File: config.mk
export PLATFORM = sky130hd
export DESIGN_NAME = archive_header_check_unrotate
export DESIGN_NICKNAME = d
export VERILOG_FILES = /design/src/rtl/ahcu_pkg.sv /design/src/rtl/ahcu_front.sv /design/src/rtl/ahcu_fifo.sv /design/src/rtl/ahcu_back.sv /design/src/rtl/archive_header_check_unrotate.sv
export SDC_FILE = /design/constraint.sdc
export NUM_CORES = 1
export LEC_CHECK = 0
export BUFFER_PORTS_ARGS = -buffer_cell sky130_fd_sc_hd__buf_4
export CORE_MARGIN = 4
export CORE_UTILIZATION = 65
export DETAILED_ROUTE_END_ITERATION = 6
export GPL_ROUTABILITY_DRIVEN = 0
export GPL_TIMING_DRIVEN = 0
export PLACE_DENSITY = 0.85
export SKIP_CTS_REPAIR_TIMING = 1
export SYNTH_ARGS = -nofsm -noshare
export SYNTH_HDL_FRONTEND = slang
export SYNTH_SLANG_ARGS = --single-unit
export TNS_END_PERCENT = 10
File: constraint.sdc
create_clock -name clk -period 16.15 [get_ports clk]
set_clock_uncertainty 0.15 [all_clocks]
set_input_delay 3.23 -clock clk [delete_from_list [all_inputs] [get_ports clk]]
set_output_delay 3.23 -clock clk [all_outputs]
set_load 0.02 [all_outputs]
File: src/rtl/ahcu_pkg.sv
`timescale 1ns / 1ps
// ----------------------------------------------------------------------------
// ahcu_pkg
// Shared types, constants and the CRC-32 byte update for the archive header
// check and payload unrotate block.
// ----------------------------------------------------------------------------
package ahcu_pkg;

  localparam logic [31:0] CRC_POLY = 32'hEDB8_8320;
  localparam logic [31:0] CRC_INIT = 32'hFFFF_FFFF;

  // Header layout (byte positions)
  localparam logic [4:0] POS_MAGIC_END = 5'd3;   // magic occupies 0..2
  localparam logic [4:0] POS_OFF_LO    = 5'd6;
  localparam logic [4:0] POS_OFF_HI    = 5'd9;
  localparam logic [4:0] POS_CNT_LO    = 5'd10;
  localparam logic [4:0] POS_CNT_HI    = 5'd13;
  localparam logic [4:0] POS_CRC_LO    = 5'd14;
  localparam logic [4:0] POS_LAST      = 5'd17;
  localparam logic [4:0] POS_PAST      = 5'd18;  // past the header

  localparam logic [31:0] HEADER_LEN = 32'd18;

  // Magic bytes, byte 0 in the low lane
  localparam logic [23:0] MAGIC_WORD = 24'h46_43_54;

  // Queue between front and back
  localparam int Q_AW    = 1;
  localparam int Q_DEPTH = 2;

  typedef enum logic {
    KIND_VERDICT = 1'b0,
    KIND_PAYLOAD = 1'b1
  } result_kind_t;

  typedef enum logic [1:0] {
    ST_OK               = 2'd0,
    ST_BAD_MAGIC        = 2'd1,
    ST_CRC_MISMATCH     = 2'd2,
    ST_OFFSET_IN_HEADER = 2'd3
  } status_t;

  typedef enum logic {
    OP_HEADER = 1'b0,
    OP_TAIL   = 1'b1
  } op_kind_t;

  typedef struct packed {
    op_kind_t   kind;
    logic [4:0] pos;
    logic [7:0] data;
  } beat_op_t;

  // Reflected CRC-32, one byte, eight shift steps
  function automatic logic [31:0] crc_byte(input logic [31:0] crc_in,
                                           input logic [7:0]  b);
    logic [31:0] c;
    c = crc_in ^ {24'd0, b};
    for (int k = 0; k < 8; k++) begin
      c = c[0] ? ((c >> 1) ^ CRC_POLY) : (c >> 1);
    end
    return c;
  endfunction

endpackage

File: src/rtl/ahcu_front.sv
`timescale 1ns / 1ps
// ----------------------------------------------------------------------------
// ahcu_front
// Input side: takes beats, tracks the header position and tags each byte
// as a header byte or a byte after the header; drops bytes before a start.
// ----------------------------------------------------------------------------
module ahcu_front
  import ahcu_pkg::*;
(
  input  logic       clk,
  input  logic       rst_n,
  input  logic       in_valid,
  output logic       in_ready,
  input  logic [7:0] in_data_byte,
  input  logic       in_first_of_archive,
  input  logic       q_full,
  output logic       push,
  output beat_op_t   push_op
);

  logic       armed_r, armed_nxt;
  logic [4:0] pos_r, pos_nxt;
  logic       accept;

  always_comb begin
    in_ready     = !q_full;
    accept       = in_valid && in_ready;
    armed_nxt    = armed_r;
    pos_nxt      = pos_r;
    push         = 1'b0;
    push_op.kind = OP_HEADER;
    push_op.pos  = pos_r;
    push_op.data = in_data_byte;
    if (in_first_of_archive) begin
      push_op.pos = 5'd0;
      push        = accept;
      if (accept) begin
        armed_nxt = 1'b1;
        pos_nxt   = 5'd1;
      end
    end else if (armed_r && pos_r != POS_PAST) begin
      push = accept;
      if (accept) pos_nxt = pos_r + 5'd1;
    end else if (armed_r) begin
      push_op.kind = OP_TAIL;
      push         = accept;
    end
  end

  always_ff @(posedge clk) begin
    if (!rst_n) begin
      armed_r <= 1'b0;
      pos_r   <= 5'd0;
    end else begin
      armed_r <= armed_nxt;
      pos_r   <= pos_nxt;
    end
  end

endmodule

File: src/rtl/ahcu_fifo.sv
`timescale 1ns / 1ps
// ----------------------------------------------------------------------------
// ahcu_fifo
// Two-entry queue of tagged bytes between the front and the back.
// ----------------------------------------------------------------------------
module ahcu_fifo
  import ahcu_pkg::*;
(
  input  logic     clk,
  input  logic     rst_n,
  input  logic     push,
  input  beat_op_t push_op,
  output logic     full,
  input  logic     pop,
  output logic     q_valid,
  output beat_op_t q_op
);

  beat_op_t          mem_r [Q_DEPTH];
  logic [Q_AW-1:0]   wr_ptr_r, wr_ptr_nxt;
  logic [Q_AW-1:0]   rd_ptr_r, rd_ptr_nxt;
  logic [Q_AW:0]     count_r, count_nxt;

  always_comb begin
    full       = (count_r == Q_DEPTH[Q_AW:0]);
    q_valid    = (count_r != '0);
    q_op       = mem_r[rd_ptr_r];
    wr_ptr_nxt = push ? wr_ptr_r + 1'b1 : wr_ptr_r;
    rd_ptr_nxt = pop  ? rd_ptr_r + 1'b1 : rd_ptr_r;
    count_nxt  = count_r;
    if (push && !pop) count_nxt = count_r + 1'b1;
    else if (!push && pop) count_nxt = count_r - 1'b1;
  end

  always_ff @(posedge clk) begin
    if (push) mem_r[wr_ptr_r] <= push_op;
  end

  always_ff @(posedge clk) begin
    if (!rst_n) begin
      wr_ptr_r <= '0;
      rd_ptr_r <= '0;
      count_r  <= '0;
    end else begin
      wr_ptr_r <= wr_ptr_nxt;
      rd_ptr_r <= rd_ptr_nxt;
      count_r  <= count_nxt;
    end
  end

`ifndef NO_ASSERTIONS
  a_no_overflow: assert property (@(posedge clk) disable iff (!rst_n)
    push && !pop |-> !full)
    else $error("queue push while full");

  a_no_underflow: assert property (@(posedge clk) disable iff (!rst_n)
    pop |-> count_r != '0)
    else $error("queue pop while empty");

  a_count_range: assert property (@(posedge clk) disable iff (!rst_n)
    count_r <= Q_DEPTH[Q_AW:0])
    else $error("queue count out of range");

  a_count_step: assert property (@(posedge clk) disable iff (!rst_n)
    push && !pop |=> count_r == $past(count_r) + 1'b1)
    else $error("queue count did not advance on push");
`endif

endmodule

File: src/rtl/ahcu_back.sv
`timescale 1ns / 1ps
// ----------------------------------------------------------------------------
// ahcu_back
// Execution side: CRC and field capture over the header, verdict, payload
// countdown and unrotate, result register toward the output channel.
// ----------------------------------------------------------------------------
module ahcu_back
  import ahcu_pkg::*;
#(
  parameter int ROTATE_BITS = 2
) (
  input  logic        clk,
  input  logic        rst_n,
  input  logic        q_valid,
  input  beat_op_t    q_op,
  output logic        q_pop,
  output logic        out_valid,
  input  logic        out_ready,
  output logic        out_result_kind,
  output logic [1:0]  out_status,
  output logic [31:0] out_idx_offset,
  output logic [31:0] out_file_count,
  output logic [7:0]  out_payload_byte,
  output logic        out_last_of_payload
);

  logic [31:0] crc_r, crc_nxt;
  logic        magic_r, magic_nxt;
  logic [31:0] offset_r, offset_nxt;
  logic [31:0] count_r, count_nxt;
  logic [23:0] stored_r, stored_nxt;
  logic [31:0] remain_r, remain_nxt;
  logic        active_r, active_nxt;

  logic        out_valid_r, out_valid_nxt;
  logic        kind_r, kind_nxt;
  logic [1:0]  status_r, status_nxt;
  logic [31:0] ooff_r, ooff_nxt;
  logic [31:0] ocnt_r, ocnt_nxt;
  logic [7:0]  obyte_r, obyte_nxt;
  logic        olast_r, olast_nxt;

  logic [4:0]  p;
  logic [4:0]  d_off, d_cnt, d_crc;
  logic [31:0] crc_base, off_base, cnt_base;
  logic [23:0] st_base;
  logic        mg_base;
  logic [31:0] stored_full;
  logic [31:0] rem_dec;
  logic [15:0] dbl;
  status_t     verdict;
  logic        emit;

  assign q_pop = q_valid && (!out_valid_r || out_ready);

  always_comb begin
    p           = q_op.pos;
    d_off       = p - POS_OFF_LO;
    d_cnt       = p - POS_CNT_LO;
    d_crc       = p - POS_CRC_LO;
    dbl         = {q_op.data, q_op.data};
    rem_dec     = remain_r - 32'd1;
    stored_full = {q_op.data, stored_r};

    // position 0 restarts the header state
    crc_base = (p == 5'd0) ? CRC_INIT : crc_r;
    mg_base  = (p == 5'd0) ? 1'b1     : magic_r;
    off_base = (p == 5'd0) ? '0       : offset_r;
    cnt_base = (p == 5'd0) ? '0       : count_r;
    st_base  = (p == 5'd0) ? '0       : stored_r;

    if (!magic_r)                        verdict = ST_BAD_MAGIC;
    else if (~crc_r != stored_full)      verdict = ST_CRC_MISMATCH;
    else if (offset_r < HEADER_LEN)      verdict = ST_OFFSET_IN_HEADER;
    else                                 verdict = ST_OK;

    crc_nxt    = crc_r;
    magic_nxt  = magic_r;
    offset_nxt = offset_r;
    count_nxt  = count_r;
    stored_nxt = stored_r;
    remain_nxt = remain_r;
    active_nxt = active_r;

    emit       = 1'b0;
    kind_nxt   = kind_r;
    status_nxt = status_r;
    ooff_nxt   = ooff_r;
    ocnt_nxt   = ocnt_r;
    obyte_nxt  = obyte_r;
    olast_nxt  = olast_r;

    if (q_pop) begin
      case (q_op.kind)
        OP_HEADER: begin
          crc_nxt    = crc_base;
          magic_nxt  = mg_base;
          offset_nxt = off_base;
          count_nxt  = cnt_base;
          stored_nxt = st_base;
          if (p == 5'd0) active_nxt = 1'b0;
          if (p < POS_MAGIC_END && q_op.data != MAGIC_WORD[8*p[1:0] +: 8]) begin
            magic_nxt = 1'b0;
          end
          if (p <= POS_CNT_HI) crc_nxt = crc_byte(crc_base, q_op.data);
          if (p >= POS_OFF_LO && p <= POS_OFF_HI) begin
            offset_nxt[8*d_off[1:0] +: 8] = q_op.data;
          end else if (p >= POS_CNT_LO && p <= POS_CNT_HI) begin
            count_nxt[8*d_cnt[1:0] +: 8] = q_op.data;
          end else if (p >= POS_CRC_LO && p < POS_LAST) begin
            stored_nxt[8*d_crc[1:0] +: 8] = q_op.data;
          end
          if (p == POS_LAST) begin
            emit       = 1'b1;
            kind_nxt   = KIND_VERDICT;
            status_nxt = verdict;
            ooff_nxt   = offset_r;
            ocnt_nxt   = count_r;
            obyte_nxt  = '0;
            olast_nxt  = 1'b0;
            if (verdict == ST_OK && offset_r > HEADER_LEN) begin
              active_nxt = 1'b1;
              remain_nxt = offset_r - HEADER_LEN;
            end else begin
              active_nxt = 1'b0;
              remain_nxt = '0;
            end
          end
        end
        OP_TAIL: begin
          if (active_r) begin
            emit       = 1'b1;
            kind_nxt   = KIND_PAYLOAD;
            status_nxt = ST_OK;
            ooff_nxt   = '0;
            ocnt_nxt   = '0;
            obyte_nxt  = dbl[ROTATE_BITS +: 8];
            olast_nxt  = (rem_dec == '0);
            remain_nxt = rem_dec;
            active_nxt = (rem_dec != '0);
          end
        end
        default: ;
      endcase
    end

    if (emit)           out_valid_nxt = 1'b1;
    else if (out_ready) out_valid_nxt = 1'b0;
    else                out_valid_nxt = out_valid_r;
  end

  always_ff @(posedge clk) begin
    if (!rst_n) begin
      active_r    <= 1'b0;
      out_valid_r <= 1'b0;
      remain_r    <= '0;
      crc_r       <= CRC_INIT;
      magic_r     <= 1'b1;
    end else begin
      active_r    <= active_nxt;
      out_valid_r <= out_valid_nxt;
      remain_r    <= remain_nxt;
      crc_r       <= crc_nxt;
      magic_r     <= magic_nxt;
    end
  end

  always_ff @(posedge clk) begin
    offset_r <= offset_nxt;
    count_r  <= count_nxt;
    stored_r <= stored_nxt;
    kind_r   <= kind_nxt;
    status_r <= status_nxt;
    ooff_r   <= ooff_nxt;
    ocnt_r   <= ocnt_nxt;
    obyte_r  <= obyte_nxt;
    olast_r  <= olast_nxt;
  end

  assign out_valid           = out_valid_r;
  assign out_result_kind     = kind_r;
  assign out_status          = status_r;
  assign out_idx_offset      = ooff_r;
  assign out_file_count      = ocnt_r;
  assign out_payload_byte    = obyte_r;
  assign out_last_of_payload = olast_r;

endmodule

File: src/rtl/archive_header_check_unrotate.sv
`timescale 1ns / 1ps
// ----------------------------------------------------------------------------
// archive_header_check_unrotate
// Checks an 18-byte archive header (magic, CRC-32 over bytes 0..13, index
// offset) and emits the payload bytes rotated right.
// ----------------------------------------------------------------------------
// Usage:
//   in_*  : one archive byte per beat; in_first_of_archive marks header
//           byte 0 and restarts parsing at any time, dropping an archive
//           in progress. Bytes before the first start are discarded.
//   out_* : result beats. result_kind 0 is the header verdict (status,
//           index offset, file count), sent after header byte 17.
//           result_kind 1 is a payload byte; last_of_payload marks the
//           final one (index offset minus 18 payload bytes follow an ok verdict).
//   Path: a taken byte is written into the queue; the back stage then moves
//   its result into the output register, which drives out_*. A byte can
//   wait in the queue while the output stalls.
//   Throughput: one byte per cycle while out_ready stays high; the CRC step is
//   an unrolled eight-bit update inside the back stage.
//   Stall: the back stage holds while out_valid is high and out_ready is
//   low; the two-entry queue then fills and in_ready drops once it is full.
//   Reset (rst_n low, synchronous) empties the queue and the output
//   register; the block then waits for the next start flag.
// ----------------------------------------------------------------------------
module archive_header_check_unrotate
  import ahcu_pkg::*;
#(
  parameter int ROTATE_BITS = 2
) (
  input  logic        clk,
  input  logic        rst_n,
  input  logic        in_valid,
  output logic        in_ready,
  input  logic [7:0]  in_data_byte,
  input  logic        in_first_of_archive,
  output logic        out_valid,
  input  logic        out_ready,
  output logic        out_result_kind,
  output logic [1:0]  out_status,
  output logic [31:0] out_idx_offset,
  output logic [31:0] out_file_count,
  output logic [7:0]  out_payload_byte,
  output logic        out_last_of_payload
);

  logic     push, full, pop, q_valid;
  beat_op_t push_op, q_op;

  // Front: tag each accepted byte with its header position
  ahcu_front u_front (
    .clk                 (clk),
    .rst_n               (rst_n),
    .in_valid            (in_valid),
    .in_ready            (in_ready),
    .in_data_byte        (in_data_byte),
    .in_first_of_archive (in_first_of_archive),
    .q_full              (full),
    .push                (push),
    .push_op             (push_op)
  );

  // Queue decouples input acceptance from output stalls
  ahcu_fifo u_fifo (
    .clk     (clk),
    .rst_n   (rst_n),
    .push    (push),
    .push_op (push_op),
    .full    (full),
    .pop     (pop),
    .q_valid (q_valid),
    .q_op    (q_op)
  );

  // Back: CRC, field capture, verdict, payload countdown and unrotate
  ahcu_back #(
    .ROTATE_BITS (ROTATE_BITS)
  ) u_back (
    .clk                 (clk),
    .rst_n               (rst_n),
    .q_valid             (q_valid),
    .q_op                (q_op),
    .q_pop               (pop),
    .out_valid           (out_valid),
    .out_ready           (out_ready),
    .out_result_kind     (out_result_kind),
    .out_status          (out_status),
    .out_idx_offset      (out_idx_offset),
    .out_file_count      (out_file_count),
    .out_payload_byte    (out_payload_byte),
    .out_last_of_payload (out_last_of_payload)
  );

endmodule

---- Word level (Yosys, flattened, before mapping) ----
Memories as Yosys holds them, arrays and structs flattened. A register that Yosys moved wholly into a read port is not among the register bits.
Cells that the tools add are included.
W data, S select, Z words.
word-level totals
  memories ................................ 1
  output and inout bits ................... 78
  bits in writable memories ............... 28
  word-level logic and storage cells ...... 173
  register bits after elaboration ......... 241
memory list
  name          depth  width  read ports  clocked after memory_dff  wr ports  RTL line         source
  u_fifo.mem_r  2      14     1           1                         1         ahcu_fifo.sv:19  beat_op_t mem_r [Q_DEPTH];
cells by class
  add/subtract/negate cells ............... 13
  equality and inequality tests ........... 8
  $lt $le $gt $ge ......................... 9
  shifts and indexed selects .............. 7
  bitwise gates (word level) .............. 11
  multiplexer cells ....................... 75
  reduce and logical (&&, ||, !) cells .... 30
operator list
  operator                   number
  $mux W32                   21
  $pmux W32 S2               3
  $not A13 Y14               8
  $neg A5 Y34                3
  $mux W24                   4
  $shift A8 B34 Y32 const A  2
  $shiftx A8 B34 Y32         2
  $bwmux W32                 2
  $shift A8 B34 Y24 const A  1
  $shiftx A8 B34 Y24         1
  $gt A32 B5 Y1 const B      1
  $logic_not A32 Y1          1
  $lt A32 B5 Y1 const B      1
  $ne A32 B32 Y1             1
  $not A32 Y32               1
  $reduce_bool A32 Y1        1
  $sub A32 B1 Y32 const B    1
  $sub A32 B5 Y32 const B    1
  $xor A32 B8 Y32            1
  $mux W5                    5
  $bwmux W24                 1
  $mux W1                    24
  $shiftx A24 B6 Y8 const A  1
  $mux W8                    2
  other kinds (30)           64

---- Logic depth before layout (Yosys ltp) ----
  depth after elaboration ................. 20
  gate-level depth with buffers ........... 14
  mapped depth without buffers ............ 10

---- By module ----
Synthesis repeated with hierarchy kept, for this count alone.
unflattened totals
  cell total of the unflattened synthesis .. 1338
  area, all modules ....................... 14159.8 µm²
modules (own cells, without submodules)
  module      times used  cells each  area an instance (µm²)
  ahcu_back   1           1215        12439.4
  ahcu_fifo   1           65          1227.4
  ahcu_front  1           58          493.0

---- Worst setup path before layout ----
No wires, ideal clock.
  path type ............................... input port to flip-flop
  from .................................... input out_ready
  to ...................................... register u_back.crc_r[19]
  library setup time ...................... 138 ps
  arrival ................................. 8558 ps
  path slack .............................. 7305 ps
  data required time ...................... 15862 ps
  stages .................................. 7
  buffers on the path ..................... 1
  cells stage by stage .................... nand2b_1 -> o21ai_1 -> nor2_1 -> nand3b_1 -> buf_2 -> nor4_1 -> a311oi_1
between the ends
  cells in the longest elaborated chain, start to end .. 3
ends and longest elaborated chain
  element                      RTL line                             source
  start: declaration           archive_header_check_unrotate.sv:37  input logic out_ready,
  $logic_or A1 B1 Y1           ahcu_back.sv:54                      assign q_pop = q_valid && (!out_valid_r || out_ready);
  $logic_and A1 B1 Y1          ahcu_back.sv:54
  $reduce_and A2 Y1 (no line)  --
  end signal: assignment       ahcu_back.sv:163                     crc_r <= crc_nxt;
  end: declaration             ahcu_back.sv:27                      logic [31:0] crc_r, crc_nxt;
Every way passes these cells.
A chain may end at the register's enable or synchronous reset.

---- Worst setup path in the final report ----
  from .................................... input out_ready
  to ...................................... register u_back.crc_r[27]
Same word-level chain as after synthesis.

==> run_results.csv <==
group,metric,value,unit
outcome,outcome,"finished clean",
die,io_pins,91,
sta,max_freq,199,MHz
die,die_w,156,um
pwr,p_leak,5.96,nW
global_routing,grt_pass1_wl,60700,um
setup_path,crit_fanout,21,
route,wl,38900,um
sta,fin_crit,5.02,ns
worst_hold_path,hold_path.class,"reg2reg",
die,die-area,24400,um2
route,viasPerCell,6.69,
die,start_util,0.669,
synth,synth.largest_area_cell,"edfxtp_1",
sta,slew_headroom,0.186,
die,die-height,156,um
synth,ys_ff_latch,270,
global_routing,grt_overflow_total,0,
synth,synthArstFlopShare,0,
route,ant_nets,0,
sta,worstMarginPinSlew,1.19,ns
synth,synth_edf_count,192,
route,vias,11420,
clock_network,cts_sinks,270,
die,core_area,21300,um2
clock_network,cts.htree.levels,1,
place,place_inst,1656,
finish,drive_gt1_frac,0.148,
synth,netlist_area,14200,um2
clock_network,clkSlewWorstSetupHoldPaths,0.06,ns
pwr,power_density,184,nW/um2
sta,period_share,0.311,
synth,yosysWarnings,0,
clock_network,cts_buffers,28,
global_routing,track_usage,0.316,
synth,syn_area_per_cell,11.1,um2
sta,hold_viol_final,0,
setup_path,cp-start-kind,"primary input",
sta,setup_tns,0,ns
die,std_cell_rows,53,
sta,rsz0062_at_grt,"no",
sta,finalSetupViolations,0,
synth,ys_top_cells_by_area,"edfxtp_1 40%, dfxtp_1 11%, xnor2_1 8.0%",
synth,synth.net_count,1313,
synth,synth.distinct_cells,77,
route,drt_first_pass_iters,6,
clock_network,cts_root_buf,"clkbuf_16",
finish,post_layout_nonfiller_instances,1708,
clock_network,cts_tree,"yes",
clock_network,ctsLongestPathBuffers,3,
setup_path,cp-end-kind,"register",
synth,synth.yosys.seq_area_share,0.514,
global_routing,antenna_found_initial,0,
route,wl_per_cell,22.8,um
route,drtIter0Drc,1506,
place,dpl.hpwl,26900,um
synth,synth.top_cell.area_share,0.405,
global_routing,grt_max_degree,74,
global_routing,grt_pass1_vias,10863,
clock_network,clkLatencyLatePin,0.55,ns
finish,num_antenna_cells,0,
synth,syn_inst,1289,
route,drcViolationCount,0,
finish,nets,1435,
place,portBuffers,89,
finish,area_growth,14.2,%
pwr,ir_drop,0.000177,V
setup_path,worstSetupPathType,"in2reg",
setup_path,cp.required,16.40,ns
synth,ys.flop_type,"edfxtp_1",
setup_path,arrival,5.27,ns
job,cap_violations,0,
sta,report.final.slew_viol_count,0,
[worst max-delay path, stage by stage]
cell      delay (ns)
buf_4           0.07
nand2b_1        0.11
o21ai_1         0.21
nor2_4          0.62
nand3b_1        0.33
clkbuf_1        0.40
nand2_1         0.18
o211ai_1        0.10
[layer usage]
layer | up-vias | track usage | share of wire
li1 | 4997 | - | -
met1 | 5434 | 0.433 | 0.37
met2 | 843 | 0.493 | 0.46
met3 | 146 | 0.0724 | 0.13
met4 | 0 | 0.126 | 0.043
met5 | - | 0 | 0
[where the power goes]
group | total, W | switching (W) | internal [W]
registers | 0.00104 | 0.000119 | 0.000917
clock network | 0.000658 | 0.000275 | 0.000383
logic | 0.00129 | 0.000726 | 0.000568
[metrics by stage]
| step | setup slack (ns) | power (W) | hold WS, ns | area [um2] | util |
|---|---|---|---|---|---|
| floorplan | 7.30 | 0.00199 | 0.287 | 14200 | - |
| global placement | 5.22 | 0.00225 | 0.300 | 15300 | 0.717 |
| detailed placement | 10.53 | 0.00229 | 0.316 | 15300 | 0.720 |
| CTS | 11.07 | 0.00295 | 0.324 | 16300 | 0.764 |
| global route | 10.96 | 0.00312 | 0.347 | 16300 | 0.764 |
| finish | 11.13 | 0.00299 | 0.342 | 16300 | 0.764 |
[cell usage in the layout, fill, tap and decap left out, types with 25 or more instances in the layout]
master,netlist,final
edfxtp_1,192,192
xnor2_1,130,130
nor2_1,103,102
nand2_1,100,100
buf_4,1,91
dfxtp_1,78,78
and2_1,69,69
clkbuf_1,51,58
a32o_1,53,53
o21ai_0,42,42
a21oi_1,42,42
nor3_1,35,35
nand3_1,34,34
xor2_1,32,32
clkbuf_16,0,28
o211ai_1,25,25
[sequential cells by signal, summed over array words and instances, names as in the netlist, 8 cells and up, named ones only]
name / flops
u_back.stored_r: 24
u_back.crc_r: 32
u_back.offset_r: 32
u_back.out_payload_byte: 8
u_back.out_idx_offset: 32
u_back.remain_r: 32
u_fifo.mem_r: 28
u_back.count_r: 32
u_back.out_file_count: 32
[final timing paths]
| check | start | end | slack [ns] | depth (start not counted) |
|---|---|---|---|---|
| hold / removal | u_back.remain_r[26] | u_back.remain_r[26] | 0.34 | 2 |
| setup / recovery | out_ready | u_back.crc_r[27] | 11.13 | 8 |
| hold reg to reg | u_back.remain_r[26] | u_back.remain_r[26] | 0.34 | 2 |
| setup reg to reg | register | u_back.stored_r[2] | 11.96 | 11 |
[kinds of logic (layout without fill, tap and decap cells)]
kind of cell,count (synthesis),count (layout),share of synthesized area
AO/OA/AOI/OAI,250,250,0.130
XOR/XNOR,179,179,0.125
adder cells (fa/ha/maj),11,11,0.00966
buffers and inverters,94,238,0.0285
flip-flops,270,270,0.514
multiplexers,34,34,0.0277
AND/OR/NAND/NOR,451,451,0.165
[synth_stat cells, types with 10 or more instances]
cell / number
a21oi_1: 42
a32o_1: 53
and2_1: 69
buf_2: 21
clkbuf_1: 51
dfxtp_1: 78
edfxtp_1: 192
ha_1: 11
inv_1: 15
mux2i_1: 16
nand2_1: 100
nand3_1: 34
nand4_1: 17
nor2_1: 103
nor3_1: 35
nor4_1: 20
o211ai_1: 25
o21a_1: 10
o21ai_0: 42
xnor2_1: 130
xor2_1: 32
[cell type report]
| type | count | area [um2] |
|---|---|---|
| multi-input cells | 925 | 6520 |
| well taps | 275 | 344 |
| flip-flops and latches | 270 | 7330 |
| inverters | 17 | 63.8 |
| plain buffers | 77 | 344 |
| clock inverters | 17 | 198 |
| clock buffers | 35 | 727 |
| fillers | 1329 | 5020 |
| repair buffers | 92 | 736 |
No activity file was read; power rests on OpenSTA's default activity.
